==> src/rtl/core/assert_macros.svh <==
// ----------------------------------------------------------------------------
// assertion macros
// shared concurrent assertion forms for the console core
// ----------------------------------------------------------------------------
`ifndef ASSERT_MACROS_SVH
`define ASSERT_MACROS_SVH

// condition holds at every clock edge outside reset
`define ASSERT_ALWAYS(lbl, clk, rst_n, cond, msg) \
	lbl: assert property (@(posedge clk) disable iff (!rst_n) (cond)) else $error(msg);

// antecedent at one edge implies consequent at the next edge
`define ASSERT_NEXT(lbl, clk, rst_n, ante, cons, msg) \
	lbl: assert property (@(posedge clk) disable iff (!rst_n) (ante) |=> (cons)) else $error(msg);

`endif

==> src/rtl/core/tccb_pkg.sv <==
// ----------------------------------------------------------------------------
// tccb_pkg
// shared types and constants of the text console character buffer
// ----------------------------------------------------------------------------
package tccb_pkg;

	// default geometry limits
	localparam int MAX_ROWS_DEF = 32;
	localparam int MAX_COLS_DEF = 128;

	// width of row counts and row indexes (set by the rows register)
	localparam int ROW_W = 6;

	// register reset values
	localparam logic [5:0] ROWS_RESET = 6'd24;
	localparam logic [7:0] COLS_RESET = 8'd80;

	// register indexes
	localparam logic REG_ROWS = 1'b0;
	localparam logic REG_COLS = 1'b1;

	// opcodes
	localparam logic OP_PUT  = 1'b0;
	localparam logic OP_READ = 1'b1;

	// control characters
	localparam logic [7:0] CH_BACKSPACE = 8'd8;
	localparam logic [7:0] CH_NEWLINE   = 8'd10;
	localparam logic [7:0] CH_FORMFEED  = 8'd12;

	// request payload
	typedef struct packed {
		logic       opcode;
		logic [7:0] char_code;
		logic [4:0] read_row;
		logic [6:0] read_col;
	} req_t;

	// response payload
	typedef struct packed {
		logic [7:0] cell_char;
		logic [4:0] cursor_row_out;
		logic [7:0] cursor_col_out;
		logic       did_scroll;
	} rsp_t;

	// memory controls from the sequencer
	typedef struct packed {
		logic we_char;
		logic rd;
		logic we_len;
		logic clr_len;
	} mem_ctl_t;

	// cursor state after an item, carried down the pipeline
	typedef struct packed {
		logic [ROW_W-1:0] cur_row;
		logic [7:0]       cur_col;
		logic             scroll;
		logic             row_ok;
	} upd_t;

endpackage

==> src/rtl/core/tccb_ctrl.sv <==
// ----------------------------------------------------------------------------
// tccb_ctrl
// geometry registers, cursor and ring offset, memory access sequencing
// ----------------------------------------------------------------------------
`include "assert_macros.svh"

module tccb_ctrl #(
	parameter int MAX_ROWS = 32,
	parameter int MAX_COLS = 128,
	parameter int AW       = 12,
	parameter int RW       = 5
) (
	input  logic               clk,
	input  logic               arst_n,
	input  logic               cfg_we,
	input  logic               cfg_index,
	input  logic [7:0]         cfg_data,
	input  logic               accept,
	input  tccb_pkg::req_t     req,
	output tccb_pkg::mem_ctl_t ctl,
	output logic [AW-1:0]      store_addr,
	output logic [RW-1:0]      len_addr,
	output logic [7:0]         len_wdata,
	output tccb_pkg::upd_t     upd
);
	import tccb_pkg::*;

	logic [5:0]       rows_reg_q;
	logic [7:0]       cols_reg_q;
	logic [ROW_W-1:0] top_q;
	logic [ROW_W-1:0] crow_q;
	logic [7:0]       ccol_q;

	logic [ROW_W-1:0] rows_eff;
	logic [7:0]       cols_eff;

	logic             is_read, is_bs, is_nl, is_ff;
	logic             wrap, last;
	logic [ROW_W-1:0] nl_row, nl_top;
	logic [ROW_W-1:0] put_row, put_top, put_phys, cur_phys, rd_phys;
	logic [7:0]       col_base;
	logic [ROW_W-1:0] row_sel;
	logic [7:0]       col_sel;
	logic [ROW_W-1:0] n_row, n_top;
	logic [7:0]       n_col;
	logic             n_scroll;

	// (a + b) mod n with a, b below n
	function automatic logic [ROW_W-1:0] ring_add(input logic [ROW_W-1:0] a,
			input logic [ROW_W-1:0] b, input logic [ROW_W-1:0] n);
		logic [ROW_W:0] s;
		s = {1'b0, a} + {1'b0, b};
		if (s >= {1'b0, n}) begin
			s = s - {1'b0, n};
		end
		return s[ROW_W-1:0];
	endfunction

	// clamped geometry
	always_comb begin
		if (rows_reg_q == 6'd0) begin
			rows_eff = 6'd1;
		end else if (rows_reg_q > MAX_ROWS) begin
			rows_eff = ROW_W'(MAX_ROWS);
		end else begin
			rows_eff = rows_reg_q;
		end
		if (cols_reg_q == 8'd0) begin
			cols_eff = 8'd1;
		end else if (cols_reg_q > MAX_COLS) begin
			cols_eff = 8'(MAX_COLS);
		end else begin
			cols_eff = cols_reg_q;
		end
	end

	// item decode
	assign is_read = (req.opcode == OP_READ);
	assign is_bs   = !is_read && (req.char_code == CH_BACKSPACE);
	assign is_nl   = !is_read && (req.char_code == CH_NEWLINE);
	assign is_ff   = !is_read && (req.char_code == CH_FORMFEED);

	// next line, scrolling at the bottom row
	assign last   = ({1'b0, crow_q} + 7'd1) >= {1'b0, rows_eff};
	assign nl_row = last ? (rows_eff - 6'd1) : (crow_q + 6'd1);
	assign nl_top = !last ? top_q :
		((top_q + 6'd1 == rows_eff) ? '0 : (top_q + 6'd1));

	// printable character with wrap
	assign wrap     = (ccol_q >= cols_eff);
	assign put_row  = wrap ? nl_row : crow_q;
	assign put_top  = wrap ? nl_top : top_q;
	assign col_base = wrap ? 8'd0 : ccol_q;
	assign put_phys = ring_add(put_top, put_row, rows_eff);
	assign cur_phys = ring_add(top_q, crow_q, rows_eff);
	assign rd_phys  = ring_add(top_q, {1'b0, req.read_row}, rows_eff);

	// next state and memory accesses
	always_comb begin
		n_row    = crow_q;
		n_col    = ccol_q;
		n_top    = top_q;
		n_scroll = 1'b0;
		ctl      = '0;
		row_sel  = put_phys;
		col_sel  = col_base;
		len_wdata = 8'd0;
		if (is_read) begin
			row_sel = rd_phys;
			col_sel = {1'b0, req.read_col};
			ctl.rd  = accept;
		end else if (is_bs) begin
			row_sel = cur_phys;
			if (ccol_q != 8'd0) begin
				n_col      = ccol_q - 8'd1;
				len_wdata  = ccol_q - 8'd1;
				ctl.we_len = accept;
			end
		end else if (is_nl) begin
			n_row    = nl_row;
			n_col    = 8'd0;
			n_top    = nl_top;
			n_scroll = last;
			// the old top row becomes the emptied bottom row
			row_sel    = top_q;
			ctl.we_len = accept && last;
		end else if (is_ff) begin
			n_row       = '0;
			n_col       = 8'd0;
			n_top       = '0;
			ctl.clr_len = accept;
		end else begin
			n_row       = put_row;
			n_top       = put_top;
			n_col       = col_base + 8'd1;
			n_scroll    = wrap && last;
			len_wdata   = col_base + 8'd1;
			ctl.we_char = accept;
			ctl.we_len  = accept;
		end
		if (cfg_we) begin
			ctl.clr_len = 1'b1;
		end
	end

	assign store_addr = AW'(row_sel) * AW'(MAX_COLS) + AW'(col_sel);
	assign len_addr   = RW'(row_sel);

	assign upd.cur_row = n_row;
	assign upd.cur_col = n_col;
	assign upd.scroll  = n_scroll;
	assign upd.row_ok  = ({1'b0, req.read_row} < rows_eff);

	// geometry, cursor and ring offset registers
	always_ff @(posedge clk or negedge arst_n) begin
		if (!arst_n) begin
			rows_reg_q <= ROWS_RESET;
			cols_reg_q <= COLS_RESET;
			top_q      <= '0;
			crow_q     <= '0;
			ccol_q     <= 8'd0;
		end else if (cfg_we) begin
			case (cfg_index)
				REG_ROWS: rows_reg_q <= cfg_data[5:0];
				REG_COLS: cols_reg_q <= cfg_data;
				default:  rows_reg_q <= rows_reg_q;
			endcase
			top_q  <= '0;
			crow_q <= '0;
			ccol_q <= 8'd0;
		end else if (accept) begin
			top_q  <= n_top;
			crow_q <= n_row;
			ccol_q <= n_col;
		end
	end

	// state stays inside the current geometry
	`ASSERT_ALWAYS(a_row_in_range, clk, arst_n, crow_q < rows_eff, "cursor row past last row")
	`ASSERT_ALWAYS(a_top_in_range, clk, arst_n, top_q < rows_eff, "ring offset past row count")
	`ASSERT_ALWAYS(a_col_in_range, clk, arst_n, ccol_q <= cols_eff, "cursor column past row end")
	// a scroll leaves the cursor on the bottom row
	`ASSERT_NEXT(a_scroll_bottom, clk, arst_n, accept && upd.scroll && !cfg_we, crow_q == $past(rows_eff) - 6'd1, "scroll left cursor off bottom row")

endmodule

==> config.mk <==
export PLATFORM = sky130hd
export DESIGN_NAME = tccb_ctrl
export DESIGN_NICKNAME = d
export VERILOG_FILES = /design/src/rtl/core/tccb_pkg.sv /design/src/rtl/core/tccb_ctrl.sv
export VERILOG_INCLUDE_DIRS = /design/src /design/src/rtl/core
export SDC_FILE = /design/constraint.sdc
export NUM_CORES = 1
export LEC_CHECK = 0
export BUFFER_PORTS_ARGS = -buffer_cell sky130_fd_sc_hd__buf_2
export CAP_MARGIN = 15
export CORE_MARGIN = 10
export CORE_UTILIZATION = 55
export CTS_CLUSTER_DIAMETER = 60
export DETAILED_ROUTE_END_ITERATION = 8
export PLACE_DENSITY_LB_ADDON = 0.2
export SLEW_MARGIN = 15
export SYNTH_ARGS = -nofsm -noshare
export SYNTH_HDL_FRONTEND = slang
export SYNTH_SLANG_ARGS = --single-unit
==> constraint.sdc <==
create_clock -name clk -period 10.4 [get_ports clk]
set_input_delay 2.08 -clock clk [delete_from_list [all_inputs] [get_ports clk]]
set_output_delay 2.08 -clock clk [all_outputs]
set_load 0.02 [all_outputs]
==> run summary <==
VDD IR max: 125.8 uV
total grt overflow: 0
num rows: 34
dominant cells by area after synthesis: ha_1 16%, dfrtp_1 15%, nand2_1 5.0%
number of global-route vias before repair: 4707
GR Util All Layers: 22.02%
Setup crit end kind: output port
initial antenna violation count: 0
Max-Cap Viols: 0
Resize count post-CTS: 0
Post-CTS Setup Inserts: 0
post-DP HPWL: 11.79 mm
Die H: 114.0 um
Final Cycle Share: 94.25%
GP Congestion: 1.006
Final Skew: 0.004382 ns
H-tree level count: 2
hold path depth: 1
Synth Flop Type: dfrtp_1
register bit total from synthesis: 34
Initial Util: 56.03%
Cell Area, Synth: 4862 um2
RSZ-0062 raised after global routing: no
fin worst setup slack: 0.5978 ns
cts hold-fix bufs: 0
Area Growth Syn to Fin: 11.66%
CTS buffer count: 5
final hold vios: 0
Post-Place Worst Slack: 1.052 ns
worst slew pin tran: 0.8790 ns
antenna viol nets, final: 0
input/output buffers: 78
drt total wl: 14.74 mm
Mapped Cells: 605
Iteration-0 DRC Markers: 480
Yosys warnings: 0
area leader, netlist: ha_1
Peak Freq: 0.1020 GHz
post-synth top area share: 15.95%
Reg clk slew, reported paths: 0.08 ns
CTS tree: yes
Post-synth ARST share: 100.0%
Avg Cell Area, Syn: 8.037 um2
core box area: 8678 um2
layout cells sized above 1: 17.94%
critical path fanouts, max: 8
leakage dissipation: 2.822 nW
Post-synth EDFFs: 0
die footprint: 13000 um2
crit start category: flop
worst hold margin: 0.5171 ns
global-route wire length before repair: 23.74 mm
DR pass1 iterations: 5
Critical Path RT: 8.32 ns
WL/cell: 18.97 um
CP peak stage delay: 0.59 ns
largest net degree at the start of global routing: 41
die width: 114.0 um
critical path class: flop to output port
Yosys cell types: 72
post-route setup TNS: 0 ns
post-layout min period: 9.802 ns
Seq/Total Area, Yosys: 17.60%
DRC Markers: 0
R2R depth: 16
clock root cell: clkbuf_8
DR vias: 4770
post-synth net total: 707
Final Slew Violations: 0
final setup violation count: 0
CP arrival: 7.72 ns
I/O pin count: 79
Slew headroom: 40.95%
Hold Path Class: flop to flop
Util after Layout: 62.56%
clock latency at the later pin of the worst-skew pair: 0.29 ns
nets: 770
pwr dens: 121.9 nW/um2
ANT cells: 0
status: completed
Crit-path slowest cell: dfrtp_1
clock sinks: 34
clk buf depth: 2
most frequent CP cell: ha_1
number of vias per cell: 6.139
Yosys cell counts, types with 3 or more instances:
cell type  count
nor2b_1        4
a21o_1        26
o31ai_1        7
and3_1         7
inv_1         26
nor3_1         5
o211ai_1       6
a211oi_1       6
and2_1         6
xor2_1        15
or3_1          4
dfstp_2        4
nor4_1         5
o21ai_0       39
mux2i_1       16
a21oi_1       41
xnor3_1        3
nand2b_1      13
o22ai_1        5
mux2_2        16
a22o_1         6
clkbuf_1      17
nor2_1        62
ha_1          62
a22oi_1        4
fa_1           6
xnor2_1       19
a31oi_1        8
o21bai_1       4
o21a_1         5
a221oi_1       3
nand2_1       65
dfrtp_1       30
nand3_1       13
registers in the layout (all words and copies together), names as in the netlist:
signal / cells
top_q: 6
rows_reg_q: 6
ccol_q: 8
crow_q: 6
cols_reg_q: 8
path summary, 6_finish.rpt:
path                                from             end  slack, ns
max reg2reg                cols_reg_q[7]       ccol_q[6]       6.44
min reg2reg                cols_reg_q[0]   cols_reg_q[0]       0.52
max                            crow_q[1]  store_addr[11]       0.60
max in group asynchronous         arst_n   cols_reg_q[5]       8.06
min                        cols_reg_q[0]   cols_reg_q[0]       0.52
min in group asynchronous         arst_n   rows_reg_q[2]       1.86
where the power goes:
part	leakage, nW	internal [mW]	switching (mW)	total [mW]
sequential	0.436	0.144	0.0135	0.157
clock	0.0683	0.0961	0.0531	0.149
combinational	2.32	0.143	0.212	0.355
total	2.82	0.383	0.279	0.662
stage by stage:
step | cell area [um2] | power [mW] | cells
after floorplan | 4862 | 0.4179 | 605
after global placement | 5291 | 0.5039 | 769
after detailed placement | 5291 | 0.5113 | 769
after CTS | 5429 | 0.6637 | 777
after global routing | 5429 | 0.7089 | 777
final | 5429 | 0.6617 | 777
cell usage in the layout (no fill, tap or decap), types with 7 or more instances in the layout:
cell / n
buf_2: 78
nand2_1: 65
nor2_1: 62
ha_1: 62
a21oi_1: 41
o21ai_0: 39
dfrtp_1: 30
inv_1: 26
a21o_1: 26
xnor2_1: 19
mux2_2: 16
mux2i_1: 16
xor2_1: 15
nand2b_1: 13
nand3_1: 13
a31oi_1: 8
and3_1: 7
o31ai_1: 7
layer usage:
layer  track usage (%)  share of wire (%)  routed length (um)
met4             4.845                1.2                 177
met5                 0                  0                   0
met2             36.94                 48                7058
met1             28.81                 44                6560
met3             3.780                6.4                 945
area by class of cell:
class                      count  area (um2)
clock buffer                   5       68.82
clock inverter                 3       68.82
fill                         788        3249
inverter                      27       101.3
multi-input combinational    519        3786
sequential                    34       855.8
tap                          108       135.1
timing repair buffer          81       412.9
cells by family (layout without fill, tap and decap cells):
| kind of cell | after synthesis | after routing | share of synthesized area (%) |
|---|---|---|---|
| AO/OA/AOI/OAI | 183 | 183 | 25.35 |
| XOR/XNOR | 37 | 37 | 7.514 |
| adder cells (fa/ha/maj) | 68 | 68 | 18.43 |
| buffers and inverters | 52 | 116 | 4.529 |
| flip-flops | 34 | 34 | 17.60 |
| multiplexers | 33 | 33 | 7.308 |
| AND/OR/NAND/NOR | 198 | 198 | 19.27 |
critical path: cells and delay by family, from the launching register on:
kind	cells	cell delay [ns]
compound gates	12	2.29
fa+ha+maj	7	1.93
simple gates	5	1.29
xor+xnor	3	0.81
flops	1	0.59
mux	1	0.34
buf+inv	1	0.19
No activity file was read; power rests on OpenSTA's default activity.
