===== src/rtl/core/assert_macros.svh =====
// ----------------------------------------------------------------------------
// assertion macros
// shared concurrent assertion forms for the console core
// ----------------------------------------------------------------------------
`ifndef ASSERT_MACROS_SVH
`define ASSERT_MACROS_SVH

// condition holds at every clock edge outside reset
`define ASSERT_ALWAYS(lbl, clk, rst_n, cond, msg) \
	lbl: assert property (@(posedge clk) disable iff (!rst_n) (cond)) else $error(msg);

// antecedent at one edge implies consequent at the next edge
`define ASSERT_NEXT(lbl, clk, rst_n, ante, cons, msg) \
	lbl: assert property (@(posedge clk) disable iff (!rst_n) (ante) |=> (cons)) else $error(msg);

`endif


===== src/rtl/core/tccb_pkg.sv =====
// ----------------------------------------------------------------------------
// tccb_pkg
// shared types and constants of the text console character buffer
// ----------------------------------------------------------------------------
package tccb_pkg;

	// default geometry limits
	localparam int MAX_ROWS_DEF = 32;
	localparam int MAX_COLS_DEF = 128;

	// width of row counts and row indexes (set by the rows register)
	localparam int ROW_W = 6;

	// register reset values
	localparam logic [5:0] ROWS_RESET = 6'd24;
	localparam logic [7:0] COLS_RESET = 8'd80;

	// register indexes
	localparam logic REG_ROWS = 1'b0;
	localparam logic REG_COLS = 1'b1;

	// opcodes
	localparam logic OP_PUT  = 1'b0;
	localparam logic OP_READ = 1'b1;

	// control characters
	localparam logic [7:0] CH_BACKSPACE = 8'd8;
	localparam logic [7:0] CH_NEWLINE   = 8'd10;
	localparam logic [7:0] CH_FORMFEED  = 8'd12;

	// request payload
	typedef struct packed {
		logic       opcode;
		logic [7:0] char_code;
		logic [4:0] read_row;
		logic [6:0] read_col;
	} req_t;

	// response payload
	typedef struct packed {
		logic [7:0] cell_char;
		logic [4:0] cursor_row_out;
		logic [7:0] cursor_col_out;
		logic       did_scroll;
	} rsp_t;

	// memory controls from the sequencer
	typedef struct packed {
		logic we_char;
		logic rd;
		logic we_len;
		logic clr_len;
	} mem_ctl_t;

	// cursor state after an item, carried down the pipeline
	typedef struct packed {
		logic [ROW_W-1:0] cur_row;
		logic [7:0]       cur_col;
		logic             scroll;
		logic             row_ok;
	} upd_t;

endpackage


===== src/rtl/core/tccb_rowlen.sv =====
// ----------------------------------------------------------------------------
// tccb_rowlen
// per-row length memory with valid bits, an invalid row reads as empty
// ----------------------------------------------------------------------------
module tccb_rowlen #(
	parameter int MAX_ROWS = 32,
	parameter int RW       = 5
) (
	input  logic               clk,
	input  logic               arst_n,
	input  tccb_pkg::mem_ctl_t ctl,
	input  logic [RW-1:0]      addr,
	input  logic [7:0]         wdata,
	output logic [7:0]         len
);
	import tccb_pkg::*;

	logic [7:0]          mem [MAX_ROWS];
	logic [MAX_ROWS-1:0] vld_q;
	logic [7:0]          rd_q;
	logic                rv_q;

	// valid bits, cleared by reset, by a screen clear and by a register write
	always_ff @(posedge clk or negedge arst_n) begin
		if (!arst_n) begin
			vld_q <= '0;
		end else if (ctl.clr_len) begin
			vld_q <= '0;
		end else if (ctl.we_len) begin
			vld_q[addr] <= 1'b1;
		end
	end

	// length write and registered read
	always_ff @(posedge clk) begin
		if (ctl.we_len) begin
			mem[addr] <= wdata;
		end
		if (ctl.rd) begin
			rd_q <= mem[addr];
			rv_q <= vld_q[addr];
		end
	end

	assign len = rv_q ? rd_q : 8'd0;

endmodule


===== config.mk =====
export PLATFORM = sky130hd
export DESIGN_NAME = tccb_rowlen
export DESIGN_NICKNAME = d
export VERILOG_FILES = /design/src/rtl/core/assert_macros.svh /design/src/rtl/core/tccb_pkg.sv /design/src/rtl/core/tccb_rowlen.sv
export SDC_FILE = /design/constraint.sdc
export NUM_CORES = 1
export LEC_CHECK = 0
export ABC_CLOCK_PERIOD_IN_PS = 1350
export BUFFER_PORTS_ARGS = -buffer_cell sky130_fd_sc_hd__buf_2
export CAP_MARGIN = 20
export CORE_MARGIN = 2
export CORE_UTILIZATION = 25
export CTS_CLUSTER_DIAMETER = 200
export DETAILED_ROUTE_END_ITERATION = 7
export HOLD_SLACK_MARGIN = 0.02
export PLACE_DENSITY = 0.35
export SETUP_SLACK_MARGIN = 0.05
export SYNTH_ARGS = -nofsm -noshare
export SYNTH_HDL_FRONTEND = slang
export SYNTH_SLANG_ARGS = --single-unit

===== constraint.sdc =====
create_clock -name clk -period 1.35 [get_ports clk]
set_input_delay 0.0675 -clock clk [delete_from_list [all_inputs] [get_ports clk]]
set_output_delay 0.0675 -clock clk [all_outputs]
set_load 0.1 [all_outputs]

==> impl_summary.md, run 1 <==
Drt
Dividing the detail-routed via count by the number of cells gives 4.42. The average detailed-routed wire length per instance is 21.9 microns. In the routed design, unresolved DRC markers number 0. The wire length on met2 is 17100 microns.

The count of nets left with antenna violations once routing finished came out at 0. Summed over all layers, the routed wires come to roughly 33000 microns. The first routing iteration left 342 violations.

The number of detailed-routing iterations run before antenna repair is 4. The via count is 6714. The sum of met3 wire segment lengths after detailed routing is 919 microns.

The detailed-route wire length on metal 1 is 14500 microns. The highest routing layer actually used is met4.

Critical path
The worst reg-to-reg path cell count is 5. The type of destination of the critical path is a flop. Data on the critical path is required at its endpoint by 1.61 ns. Traced cell by cell, the critical path runs through mux2i_1 > o22ai_2 > nor4_4 > buf_4 > nand2_2. The worst setup path is launched from a flop.

The number of buffer and inverter instances along the worst setup path is 1. For the worst setup path, the data arrival time is 1.86 ns. The reg-to-reg critical path endpoint is rd_q[1]. The largest fanout on the critical path is 1. The source of the critical timing path is mem[9][1].

The worst-path cell with the longest stage delay is sky130_fd_sc_hd__nor4_4. The register-to-register setup slack is -0.24 ns. The critical path's top delay family is simple AND/OR/NAND/NOR gates.

The kind of critical path is flop to flop. The startpoint identified for the worst register-to-register timing path is mem[9][1]. The highest cell delay on the worst timing path is 0.39 ns.

Pwr
The power per unit of standard cell area is 1330 mW/mm^2. The highest ir drop seen on vdd is 0.913 mV. The leakage power summed over all cells is 0.00578 uW.

STA
Setup repair after global routing could not meet its margin everywhere. The final hold violation count is 0. The post-route fraction of the period consumed by the critical path is 118%. Across the routed clock network, the largest skew measured is 0.0101 ns.

Across all setup checks in the final design, the least slack found is -0.243 ns. Subtracting the final worst setup slack from the clock period gives 1.59 ns. The number of slew-limit violations in the final report is 0. Setup violations remaining at the end of the flow were counted as 17. For the pin with the worst max-slew slack, the measured transition is 0.703 ns.

The worst pin sits at a relative slew slack of a little over half. Based on the critical path, the design can be clocked at up to 628 MHz.

Clock network
The clock drives 297 sinks. The maximum number of buffers from clock root to sink is 3. The CTS root buffer is sky130_fd_sc_hd__clkbuf_16.

The H-tree was split into 2 levels. The clock-pin slew on the worst setup and hold paths is 0.06 ns. The number of clock buffers added by TritonCTS is 35. The clock tree from TritonCTS is built. Clock latency on the worst-skew pair, taken at its later pin, is 0.53 ns.

Synth
In this run the cell area of the synthesized design comes to 0.0117 sq mm. After synthesis, the cell types taking the most area are sky130_fd_sc_hd__edfxtp_1 (68%), sky130_fd_sc_hd__mux2i_1 (12%), sky130_fd_sc_hd__dfrtp_1 (6.9%). The synthesized design contains 297 register bits. In the synthesized netlist, the number of instances is 712.

A synthesized cell averages approximately 16 sq um. The biggest area consumer among synthesized cells is sky130_fd_sc_hd__edfxtp_1. In this run the biggest area consumer among cell types represents 68.2% of the synthesized area. For this run, the register share of the synthesized area comes to 75.0%. The total nets after synthesis is roughly 730. For this run, the number of Yosys warnings is 0. The count of different cell masters after synthesis is 29.

Global routing
The initial antenna violation count is 1. The via count of the first global-routing pass was 7173. The global-route wire length before repair is 49200 microns. The total overflow left after global routing is 0. Entering global routing, the biggest net connects 33 pins. Across every metal layer, demand over resource in global routing totals 14.4%.

Placement
The count of buffers from port buffering is 25. The HPWL after detailed placement is 22400 microns. The congestion estimate from routability-driven global placement came to around 0.76. The minimum setup slack after placement is -0.910 ns.

Hold path
The class of the most critical hold timing path is input port to asynchronous set/reset pin.

Floorplanning
The die area is just under 0.05 sq mm. The die height is 220 microns. The initial utilization of the core area, before any placement, comes to 25.2%. The count of standard-cell rows is 79.

After floorplanning, the core was sized to cover 0.0464 sq mm. Pin placement for this block handled 27 I/O pins. In this run the horizontal extent of the chip is 220 microns.

Layout
The sequential cells in the finished layout cover a total of roughly 0.0088 sq mm. The filler cell count in the final layout is approximately 4400. Relative to the synthesized area, the layout overhead comes to 37.0%.

In the final layout, the multi-input gates occupy between 0.003 and 0.004 sq mm. The commonest non-fill, non-tap cell in the layout is sky130_fd_sc_hd__edfxtp_1. In the layout the commonest cells are sky130_fd_sc_hd__edfxtp_1 (265), sky130_fd_sc_hd__mux2i_1 (131), sky130_fd_sc_hd__buf_4 (87). Of the cells placed in the final design, the portion with a size suffix greater than 1 is 34.3%. The share of the core filled with cells in the final layout is 34.5%.

In the final design database the tool counted between 900 and 1000 nets.

Status
The flow ran to the end, but the final reports show violations. The final reports fail on negative setup slack.

Flow run
Max-cap violations in this run came to 0.
report_power, final:
group / internal [uW] / switching (uW) / total, uW
Clock: 5910 / 3540 / 9450
Combinational: 654 / 888 / 1540
Sequential: 10200 / 40.7 / 10200
sequential cells by signal (all words and copies together) (netlist names):
name   flops
rd_q       8
rv_q       1
mem      256
vld_q     32
per-stage QoR:
step / area [sq um] / setup TNS, ns / hold slack, ns / power [uW] / cells
floorplan: 12000 / -10.47 / -0.228 / 11100 / 712
global placement: 14400 / -75.26 / 0.0400 / 11900 / 1446
detailed placement: 14400 / -78.40 / 0.0416 / 11900 / 1446
CTS: 16000 / -2.35 / 0.0957 / 21600 / 1518
global route: 16000 / -2.95 / 0.0866 / 22000 / 1517
finish: 16000 / -1.87 / 0.0350 / 21200 / 1519
cell families after synthesis:
logic type | Yosys count | synth area share [%]
flops | 297 | 75.0
compound gates | 72 | 3.91
simple gates | 159 | 7.01
mux | 144 | 12.3
buf+inv | 40 | 1.69
worst reg2reg max path, cell delays in order, from the launching register on:
cell and delay (ns):
sky130_fd_sc_hd__edfxtp_1 0.37, sky130_fd_sc_hd__mux2i_1 0.20, sky130_fd_sc_hd__o22ai_2 0.15, sky130_fd_sc_hd__nor4_4 0.39, sky130_fd_sc_hd__buf_4 0.18, sky130_fd_sc_hd__nand2_2 0.05
final cells by class:
cell class / instances / area share (%)
Antenna cell: 2 / 0.0313
Clock buffer: 48 / 6.24
Clock inverter: 14 / 1.03
Multi-Input combinational cell: 375 / 20.1
Sequential cell: 297 / 54.8
Tap cell: 607 / 4.75
Timing Repair Buffer: 176 / 13.1
worst max-delay path by stage:
| stage | to | cells after the start |
|---|---|---|
| floorplan | mem[13][0] | 4 |
| detailed placement | rd_q[4] | 6 |
| finish | rd_q[1] | 5 |
| global route | rd_q[1] | 5 |
| global placement | rd_q[4] | 6 |
| CTS | rd_q[1] | 5 |
synthesized netlist by cell type:
| master | count |
|---|---|
| sky130_fd_sc_hd__nand4b_2 | 1 |
| sky130_fd_sc_hd__or4b_1 | 4 |
| sky130_fd_sc_hd__nand3b_1 | 3 |
| sky130_fd_sc_hd__clkbuf_1 | 9 |
| sky130_fd_sc_hd__buf_6 | 1 |
| sky130_fd_sc_hd__edfxtp_1 | 265 |
| sky130_fd_sc_hd__nand2_1 | 10 |
| sky130_fd_sc_hd__or3_1 | 1 |
| sky130_fd_sc_hd__and2_1 | 8 |
| sky130_fd_sc_hd__buf_4 | 2 |
| sky130_fd_sc_hd__mux2i_1 | 144 |
| sky130_fd_sc_hd__o22ai_1 | 71 |
| sky130_fd_sc_hd__or3b_1 | 2 |
| sky130_fd_sc_hd__buf_2 | 26 |
| sky130_fd_sc_hd__nand4_1 | 1 |
| sky130_fd_sc_hd__nand4b_1 | 3 |
| sky130_fd_sc_hd__nand3b_2 | 1 |
| sky130_fd_sc_hd__buf_1 | 2 |
| sky130_fd_sc_hd__nand3_1 | 2 |
| sky130_fd_sc_hd__nor2_1 | 92 |
| sky130_fd_sc_hd__nand4bb_1 | 5 |
| sky130_fd_sc_hd__or3b_2 | 2 |
| sky130_fd_sc_hd__o22ai_2 | 1 |
| sky130_fd_sc_hd__nor4_1 | 18 |
| sky130_fd_sc_hd__or4bb_1 | 1 |
| sky130_fd_sc_hd__nor3_1 | 3 |
| sky130_fd_sc_hd__dfrtp_1 | 32 |
| sky130_fd_sc_hd__or4_1 | 1 |
| sky130_fd_sc_hd__nor3_2 | 1 |
layer usage:
layer | up-vias | global-route usage [%]
met5 | - | 0
met4 | 0 | 4.68
met3 | 47 | 2.24
met2 | 88 | 25.5
met1 | 3433 | 17.7
li1 | 3146 | -
timing repair:
item                                    4_1_cts  5_1_grt
gates cloned                                  0        0
endpoints found under the setup margin       17       31
pin swaps                                    12        5
buffers inserted                              1        0
hold buffers                                  9        0
resized for setup                            50       10
endpoints found under the hold margin       209        0
(Power assumes the default switching activity.)
==> run 2, diff against run 1 <==
CORE_MARGIN = unset   (was 2)
HOLD_SLACK_MARGIN = 0.06   (was 0.02)
==> run 2 against run 1 <==
  * Count of clock-buffer cells in the layout up 1
  * Clock power down 4.6%
  * Largest cell class unchanged
  * Critical path type unchanged
  * Non-clock buffer count up 5
  * Clock skew up 0.0054 ns
  * Critical endpoint is now rd_q[5]
  * Worst setup slack worse by 0.0056 ns
  * The flow still finishes with violations (negative setup slack)
  * Via count up 0.16%
  * Hold slack better by 0.079 ns
  * Combinational power up 3%
==> impl_summary.md, run 2 (synthesis results as in run 1) <==
Layout
Leaving out fill and tap cells, the most frequent cells in the layout are sky130_fd_sc_hd__edfxtp_1 (265), sky130_fd_sc_hd__mux2i_1 (130), sky130_fd_sc_hd__buf_4 (93). The commonest non-fill, non-tap cell in the layout is sky130_fd_sc_hd__edfxtp_1. Ranked by flip-flop count, first place goes to mem. The final design area excluding fillers is 0.0161 sq mm (+0.55%). The area growth from synthesis to layout is 37.8%. The largest registers in the layout are mem x256, vld_q x32, rd_q x8.

The final instance count without filler cells was 1516 (-0.20%). The net count reported at finish is 909 (+0.55%). The share of layout cells above drive strength 1 came to 35.1% (+0.83 points).

The flip-flop count of the largest register, all copies and words added is 256 (unchanged). The filler cell count in the final layout came to 4329 (-1.7%).

Hold path
In this run the worst hold path is classified as input port to asynchronous set/reset pin.

Global routing
The largest net degree at the start of global routing is 33 (unchanged). The initial antenna violation count is 0 (-1). The global-route wire length before repair was 49300 microns (+0.34%). The via count of the first global-routing pass was 7174 (+0.014%).

The total congestion overflow was 0 (unchanged). The total global-route track usage is 14.6% (+0.23 points).

Pwr
The power per unit of standard cell area is 1290 mW/mm^2 (-2.4%). The leakage power summed over all cells is 0.00580 uW (+0.29%). The highest ir drop seen on vdd is 0.801 mV (-12%).

Critical path
The worst-path cell with the longest stage delay is sky130_fd_sc_hd__nor4_4. The largest fanout on the critical path came to 1 (unchanged). The arrival time at the worst endpoint came to 1.86 ns (about the same). The number of buffer and inverter instances along the worst setup path is 0 (-1).

The worst path required time came to 1.61 ns (about the same). The type of destination of the critical path is a flop. STA classifies the critical path startpoint as a flop. The highest cell delay on the worst timing path is 0.47 ns (+0.08 ns).

The cell family contributing the most delay on the critical path is simple AND/OR/NAND/NOR gates. The kind of critical path is flop to flop. The signal on the critical path passes through mux2i_4 > o22ai_2 > nor4_4 > nand2_1.

Placement
The placer's final routability congestion estimate is 0.774 (+2.3%). The placed instance area is 0.0144 sq mm (about the same). The count of buffers from port buffering came to 25 (unchanged). The half-perimeter wire length after placement came to 22700 microns (+1.4%). The minimum setup slack after placement is -1.08 ns (-0.170 ns). The cell total after placement came to 1443 (-0.21%).

STA
The post-layout worst setup margin is -0.249 ns (-0.00564 ns). The clock skew after layout came to 0.0155 ns (+0.00539 ns). The final-layout setup total negative slack came to -2.13 ns (-0.266 ns). The worst-margin pin slew came to 0.493 ns (-0.210 ns). The final critical delay including setup and external delays is 1.60 ns (+0.00564 ns).

Setup repair after global routing could not meet its margin everywhere. The maximum clock frequency came to 625 MHz (-0.35%). The post-route fraction of the period consumed by the critical path is 118% (+0.42 points).

The setup violation total in the final timing report is 17 (unchanged). The worst slew margin relative to its limit is 67.1% (+14 points). The tightest hold margin came to 0.114 ns (+0.0786 ns). The final hold violation count was 0 (unchanged). The number of slew-limit violations in the final report is 0 (unchanged).

Clock network
The clock-pin slew on the worst setup and hold paths was 0.06 ns (about the same). The buffer count from post-CTS setup fixing is 0 (-1). The clock tree from TritonCTS is built.

The later-pin clock latency in the skew report was 0.54 ns (about the same). The cell sitting at the root of the clock tree is a sky130_fd_sc_hd__clkbuf_16. The number of H-tree levels is 2 (unchanged). The number of clock sinks is 297 (unchanged).

The maximum number of buffers from clock root to sink is 3 (unchanged). The CTS buffer count is 35 (unchanged).

Drt
The average vias per placed instance is 4.44 (+0.36%). The number of detailed-routing iterations run before antenna repair is 6 (+2). The aggregate routed wire length is 33600 microns (+0.92%). The number of DRC markers in iteration 0 is 367 (+7.3%). The average detailed-routed wire length per instance is 22.2 microns (+1.1%). The via count came to 6725 (+0.16%). The remaining antenna violation count was 0 (unchanged). The post-route DRC violation count is 0 (unchanged).

Floorplanning
The count of standard-cell rows is 78 (-1.3%). The x dimension of the die is 218 microns (-0.91%). The die height is 218 microns (-0.91%). The initial core utilization is 25.6% (+0.38 points).

The die area is 0.0476 sq mm (-1.8%). The placeable core region is 0.0457 sq mm (-1.5%). The count of boundary I/O pins is 27 (unchanged).

Flow run
The max capacitance violation total is 0 (unchanged).

Status
The run finished, with violations left. The final reports fail on negative setup slack.
-- run 2: metal layers --
metal	GRT usage (%)	vias to the layer above	share of wire (%)
li1	-	3149	-
met1	19.1	3427	45
met2	24.4	99	49
met3	2.05	50	3.1
met4	5.36	0	2.6
met5	0	-	0
-- run 2: path summary, 6_finish.rpt --
kind / end / cells after the start / slack, ns / from
max: rd_q[5] / 4 / -0.25 / mem[19][5]
min: vld_q[21] / 3 / 0.11 / arst_n
max reg2reg: rd_q[5] / 4 / -0.25 / mem[19][5]
min reg2reg: vld_q[22] / 2 / 0.50 / vld_q[22]
max in group asynchronous: vld_q[2] / 3 / 0.87 / arst_n
min in group clk: mem[26][0] / 2 / 0.12 / wdata[0]
-- run 2: timing repair --
action / 4_1_cts / 5_1_grt
endpoints found under the setup margin: 17 / 17
pin swaps: 19 / 17
hold buffers: 10 / 0
hold endpoints to repair: 253 / 0
resized for setup: 58 / 19
-- run 2: per-stage QoR --
step / power (uW) / util (%)
floorplan: 11100 / -
global placement: 11900 / 31.6
detailed placement: 11900 / 31.6
CTS: 21100 / 35.0
global route: 21500 / 35.2
finish: 20800 / 35.2
-- run 2: final cells by class --
class,count,area (sq um),area share (%)
antenna,2,5.00,0.0311
timing repair buffer,181,2110,13.1
multi-input combinational,375,3360,20.9
clock inverter,12,119,0.739
clock buffer,49,971,6.04
tap,600,751,4.67
sequential,297,8760,54.5
-- run 2: worst min-delay path, cell delays in order --
cell,delay (ns)
sky130_fd_sc_hd__dlygate4sd3_1,0.52
sky130_fd_sc_hd__buf_2,0.10
sky130_fd_sc_hd__buf_4,0.39
-- run 2: power breakdown --
part	switching, uW	internal (uW)
Clock	3620	5410
Combinational	895	681
Sequential	43.9	10200
Total	4550	16300
==> run 3, diff against run 2 <==
ABC_AREA = 1   (was unset)
HOLD_SLACK_MARGIN = 0.1   (was 0.06)
==> run 3 against run 2 <==
  * The run still ends with negative setup slack left
  * Count of clock-buffer cells in the layout unchanged
  * Total power increased by 3.7%
  * Area after synthesis increased by 7.9%
  * Combinational power about the same
  * Largest power group unchanged
  * Utilization decreased by 2.7 points
  * Cell count increased by 37%
  * Critical path type is now flop to primary output
  * Wire length increased by 13%
==> impl_summary.md, run 3 <==
Status
The run finished, with violations left. The final reports fail on negative setup slack.

Hold path
The number of stages on the worst hold path is 1. The class of the most critical hold timing path is input port to flop.

Layout
The share of layout cells above drive strength 1 is 19.2% (-16 points). Counting flops per register, the top entry is mem. The largest registers in the layout are mem x256, vld_q x32, rd_q x8. The flip-flop count of the largest register, all copies and words added is 256 (unchanged).

Relative to the synthesized area, the layout overhead comes to 27.5%. The library cells used most frequently in the layout, excluding fill and tap cells, are sky130_fd_sc_hd__nand2_1 (728), sky130_fd_sc_hd__edfxtp_1 (265), sky130_fd_sc_hd__nor2_1 (78). The net count reported at finish is 1401 (+54%). The share of the core filled with cells in the final layout is 32.5% (-2.7 points). Leaving out fill and tap cells, the most frequent cell in the layout is sky130_fd_sc_hd__nand2_1.

Synth
The async set-reset flop share out of synthesis is 10.8% (unchanged). The most repeated cell in the gate-level netlist after synthesis is sky130_fd_sc_hd__nand2_1. Sorting the synthesized cells by how often they occur yields sky130_fd_sc_hd__nand2_1 (778), sky130_fd_sc_hd__edfxtp_1 (265), sky130_fd_sc_hd__nor2_1 (100), sky130_fd_sc_hd__dfrtp_1 (32), sky130_fd_sc_hd__clkbuf_1 (26). The share of the synthesized area in the top cell type is 63.2% (-5.0 points). The dominant register cell in the synthesized netlist is sky130_fd_sc_hd__edfxtp_1. The Yosys warning count is 0 (unchanged). The total nets after synthesis is 1304 (+78%). Yosys attributes the largest share of cell area to sky130_fd_sc_hd__edfxtp_1 (63%), sky130_fd_sc_hd__nand2_1 (23%), sky130_fd_sc_hd__dfrtp_1 (6.4%).

The biggest area contributor in the post-synthesis netlist is sky130_fd_sc_hd__edfxtp_1. The post-synthesis cell count is 1285 (+80%). The register bit total from synthesis was 297 (unchanged). The share of the yosys chip area belonging to registers was 69.6% (-5.5 points). The average cell area after synthesis is 9.80 sq um (-40%). The count of different cell masters after synthesis is 15 (-48%).

The number of enable flip-flop cells after synthesis came to 265 (unchanged). The post-synth design cell area is 0.0126 sq mm (+7.9%).

Flow run
The max capacitance violation total is 0 (unchanged).

Placement
The minimum setup slack after placement was -0.383 ns (+0.697 ns). The count of buffers from port buffering is 25 (unchanged). The placer's final routability congestion estimate is 0.758 (-2.1%). The half-perimeter wire length after placement is 23900 microns (+5.5%).

Critical path
The launching element type of the critical path is a flop. In this design, the critical path's most frequently occurring cell is sky130_fd_sc_hd__buf_12. By startpoint and endpoint, the worst setup path is classified as flop to primary output. On the critical path the largest part of the delay comes from flip-flops. The worst reg-to-reg path cell count came to 8 (+4).

Traced cell by cell, the critical path runs through buf_12 > nand2_2 > inv_2 > buf_12. The worst path required time is 1.28 ns (-0.33 ns). STA classifies the critical path endpoint as a primary output. The arrival time at the worst endpoint is 1.41 ns (-0.45 ns). The highest cell delay on the worst timing path is 0.41 ns (-0.06 ns). The largest fanout on the critical path is 8 (+7). The number of buffer and inverter instances along the worst setup path is 3 (+3). The worst-path cell with the longest stage delay is sky130_fd_sc_hd__edfxtp_1. The depth of the critical timing path with buffers and inverters included is 4 (unchanged).

Clock network
The maximum number of buffers from clock root to sink is 3 (unchanged). The CTS root buffer is sky130_fd_sc_hd__clkbuf_16. The clock-pin slew on the worst setup and hold paths is 0.06 ns (about the same). The number of clock sinks is 297 (unchanged).

The later-pin clock latency in the skew report is 0.54 ns (about the same). The clock tree from TritonCTS is built. The CTS buffer count came to 37 (+5.7%). The number of H-tree levels is 2 (unchanged).

STA
The worst-margin pin slew came to 0.901 ns (+0.408 ns). The post-route fraction of the period consumed by the critical path was 110% (-8.9 points). The final-layout setup total negative slack was -0.954 ns (+1.18 ns).

The worst slew margin relative to its limit is 39.9% (-27 points). The final critical delay including setup and external delays is 1.48 ns (-0.120 ns). Setup repair after global routing could not meet its margin everywhere. The post-layout worst setup margin is -0.128 ns (+0.120 ns). The maximum clock frequency is 676 MHz (+8.1%). The final hold violation count is 0 (unchanged). The number of slew-limit violations in the final report was 0 (unchanged). The setup violation total in the final timing report is 8 (-9). The clock skew after layout came to 0.0196 ns (+0.00409 ns).

Floorplanning
The count of boundary I/O pins is 27 (unchanged). The initial core utilization came to 25.5% (-0.046 points). The count of standard-cell rows was 81 (+3.8%). The die area was 0.0513 sq mm (+7.8%). The x dimension of the die came to 226 microns (+3.8%). The die height is 226 microns (+3.8%). The placeable core region is 0.0494 sq mm (+8.1%).

Drt
The number of DRC markers in iteration 0 is 449 (+22%). The via count is 8597 (+28%). The average vias per placed instance came to 4.14 (-6.6%).

The post-route DRC violation count is 0 (unchanged). The aggregate routed wire length is 38000 microns (+13%). The number of detailed-routing iterations run before antenna repair came to 5 (-1). The average detailed-routed wire length per instance is 18.3 microns (-17%). The remaining antenna violation count came to 0 (unchanged).

Pwr
The power per unit of standard cell area is 1340 mW/mm^2 (+3.9%). The leakage power summed over all cells is 0.00676 uW (+16%). The highest ir drop seen on vdd is 0.706 mV (-12%).

Global routing
The global-route wire length before repair came to 57700 microns (+17%). The total congestion overflow came to 0 (unchanged). The via count of the first global-routing pass was 8873 (+24%). The initial antenna violation count was 0 (unchanged). The total global-route track usage is 15.5% (+0.90 points). The largest net degree at the start of global routing came to 38 (+15%).
run 3: cell types whose count changed after synthesis, sizes merged, moves of 5 or more:
cell	delta
nor4	-18
nor3	+7
mux2i	-144
clkbuf	+17
inv	+33
nand2	+768
nand4bb	-5
and2	-8
nor2	+15
o22ai	-72
run 3: worst reg2reg max path: cells and delay by family (launching register included):
family | cells | cell delay, ns
AND/OR/NAND/NOR | 8 | 0.66
flip-flops | 1 | 0.37
run 3: logic make-up (layout without fill, tap and decap cells):
logic type             Yosys count  in the layout  share of synthesized area (%)
DFF                            297            297                           69.6
AOI/OAI and AO/OA                2              2                         0.0794
and+or+nand+nor                896            896                           27.4
other                            0              1                              0
buffers and inverters           90            216                           2.95
run 3: path summary, 6_finish.rpt:
path	to	startpoint	slack, ns
setup reg to reg	rd_q[6]	mem[22][6]	0.09
hold reg to reg	vld_q[12]	vld_q[12]	0.49
setup / recovery	len[5]	rv_q	-0.13
max in group asynchronous	vld_q[3]	arst_n	0.51
hold / removal	mem[29][7]	wdata[7]	0.17
min in group asynchronous	vld_q[30]	arst_n	0.60
run 3: per-layer routing:
layer / global-route usage [%] / wire (microns) / vias up
li1: - / - / 4291
met1: 21.3 / 18400 / 4159
met2: 25.3 / 17900 / 102
met3: 2.16 / 995 / 45
met4: 4.58 / 694 / 0
met5: 0 / 0 / -
run 3: through the flow:
step / cell area [sq um] / total power, uW / instances / hold WS, ns
6_report: 16000 / 21600 / 2076 / 0.170
5_1_grt: 16000 / 22400 / 2075 / 0.194
4_1_cts: 15900 / 21900 / 2074 / 0.178
3_5_place_dp: 14600 / 12000 / 2001 / 0.0698
3_3_place_gp: 14600 / 12000 / 2001 / 0.0674
2_1_floorplan: 12700 / 11100 / 1285 / -0.228
run 3: power breakdown:
group          leakage (uW)  switching (uW)  internal [uW]  total (uW)
Clock              0.000589            3900           5860        9770
Combinational       0.00333            1120            494        1610
Sequential          0.00284            42.3          10200       10200
run 3: cell type report:
type	count	area (sq um)
timing repair buffer	115	1380
multi-input combinational	898	3750
sequential	297	8760
fill	5109	33300
inverter	33	129
antenna	1	2.50
tap	664	831
clock buffer	49	1050
clock inverter	19	141
run 3: timing repair:
action / in CTS / in global routing
pin swaps: 8 / 38
setup buffers: 1 / 1
endpoints found under the setup margin: 16 / 17
gates resized for setup: 41 / 45
hold endpoints to repair: 73 / 0
hold buffers: 4 / 0
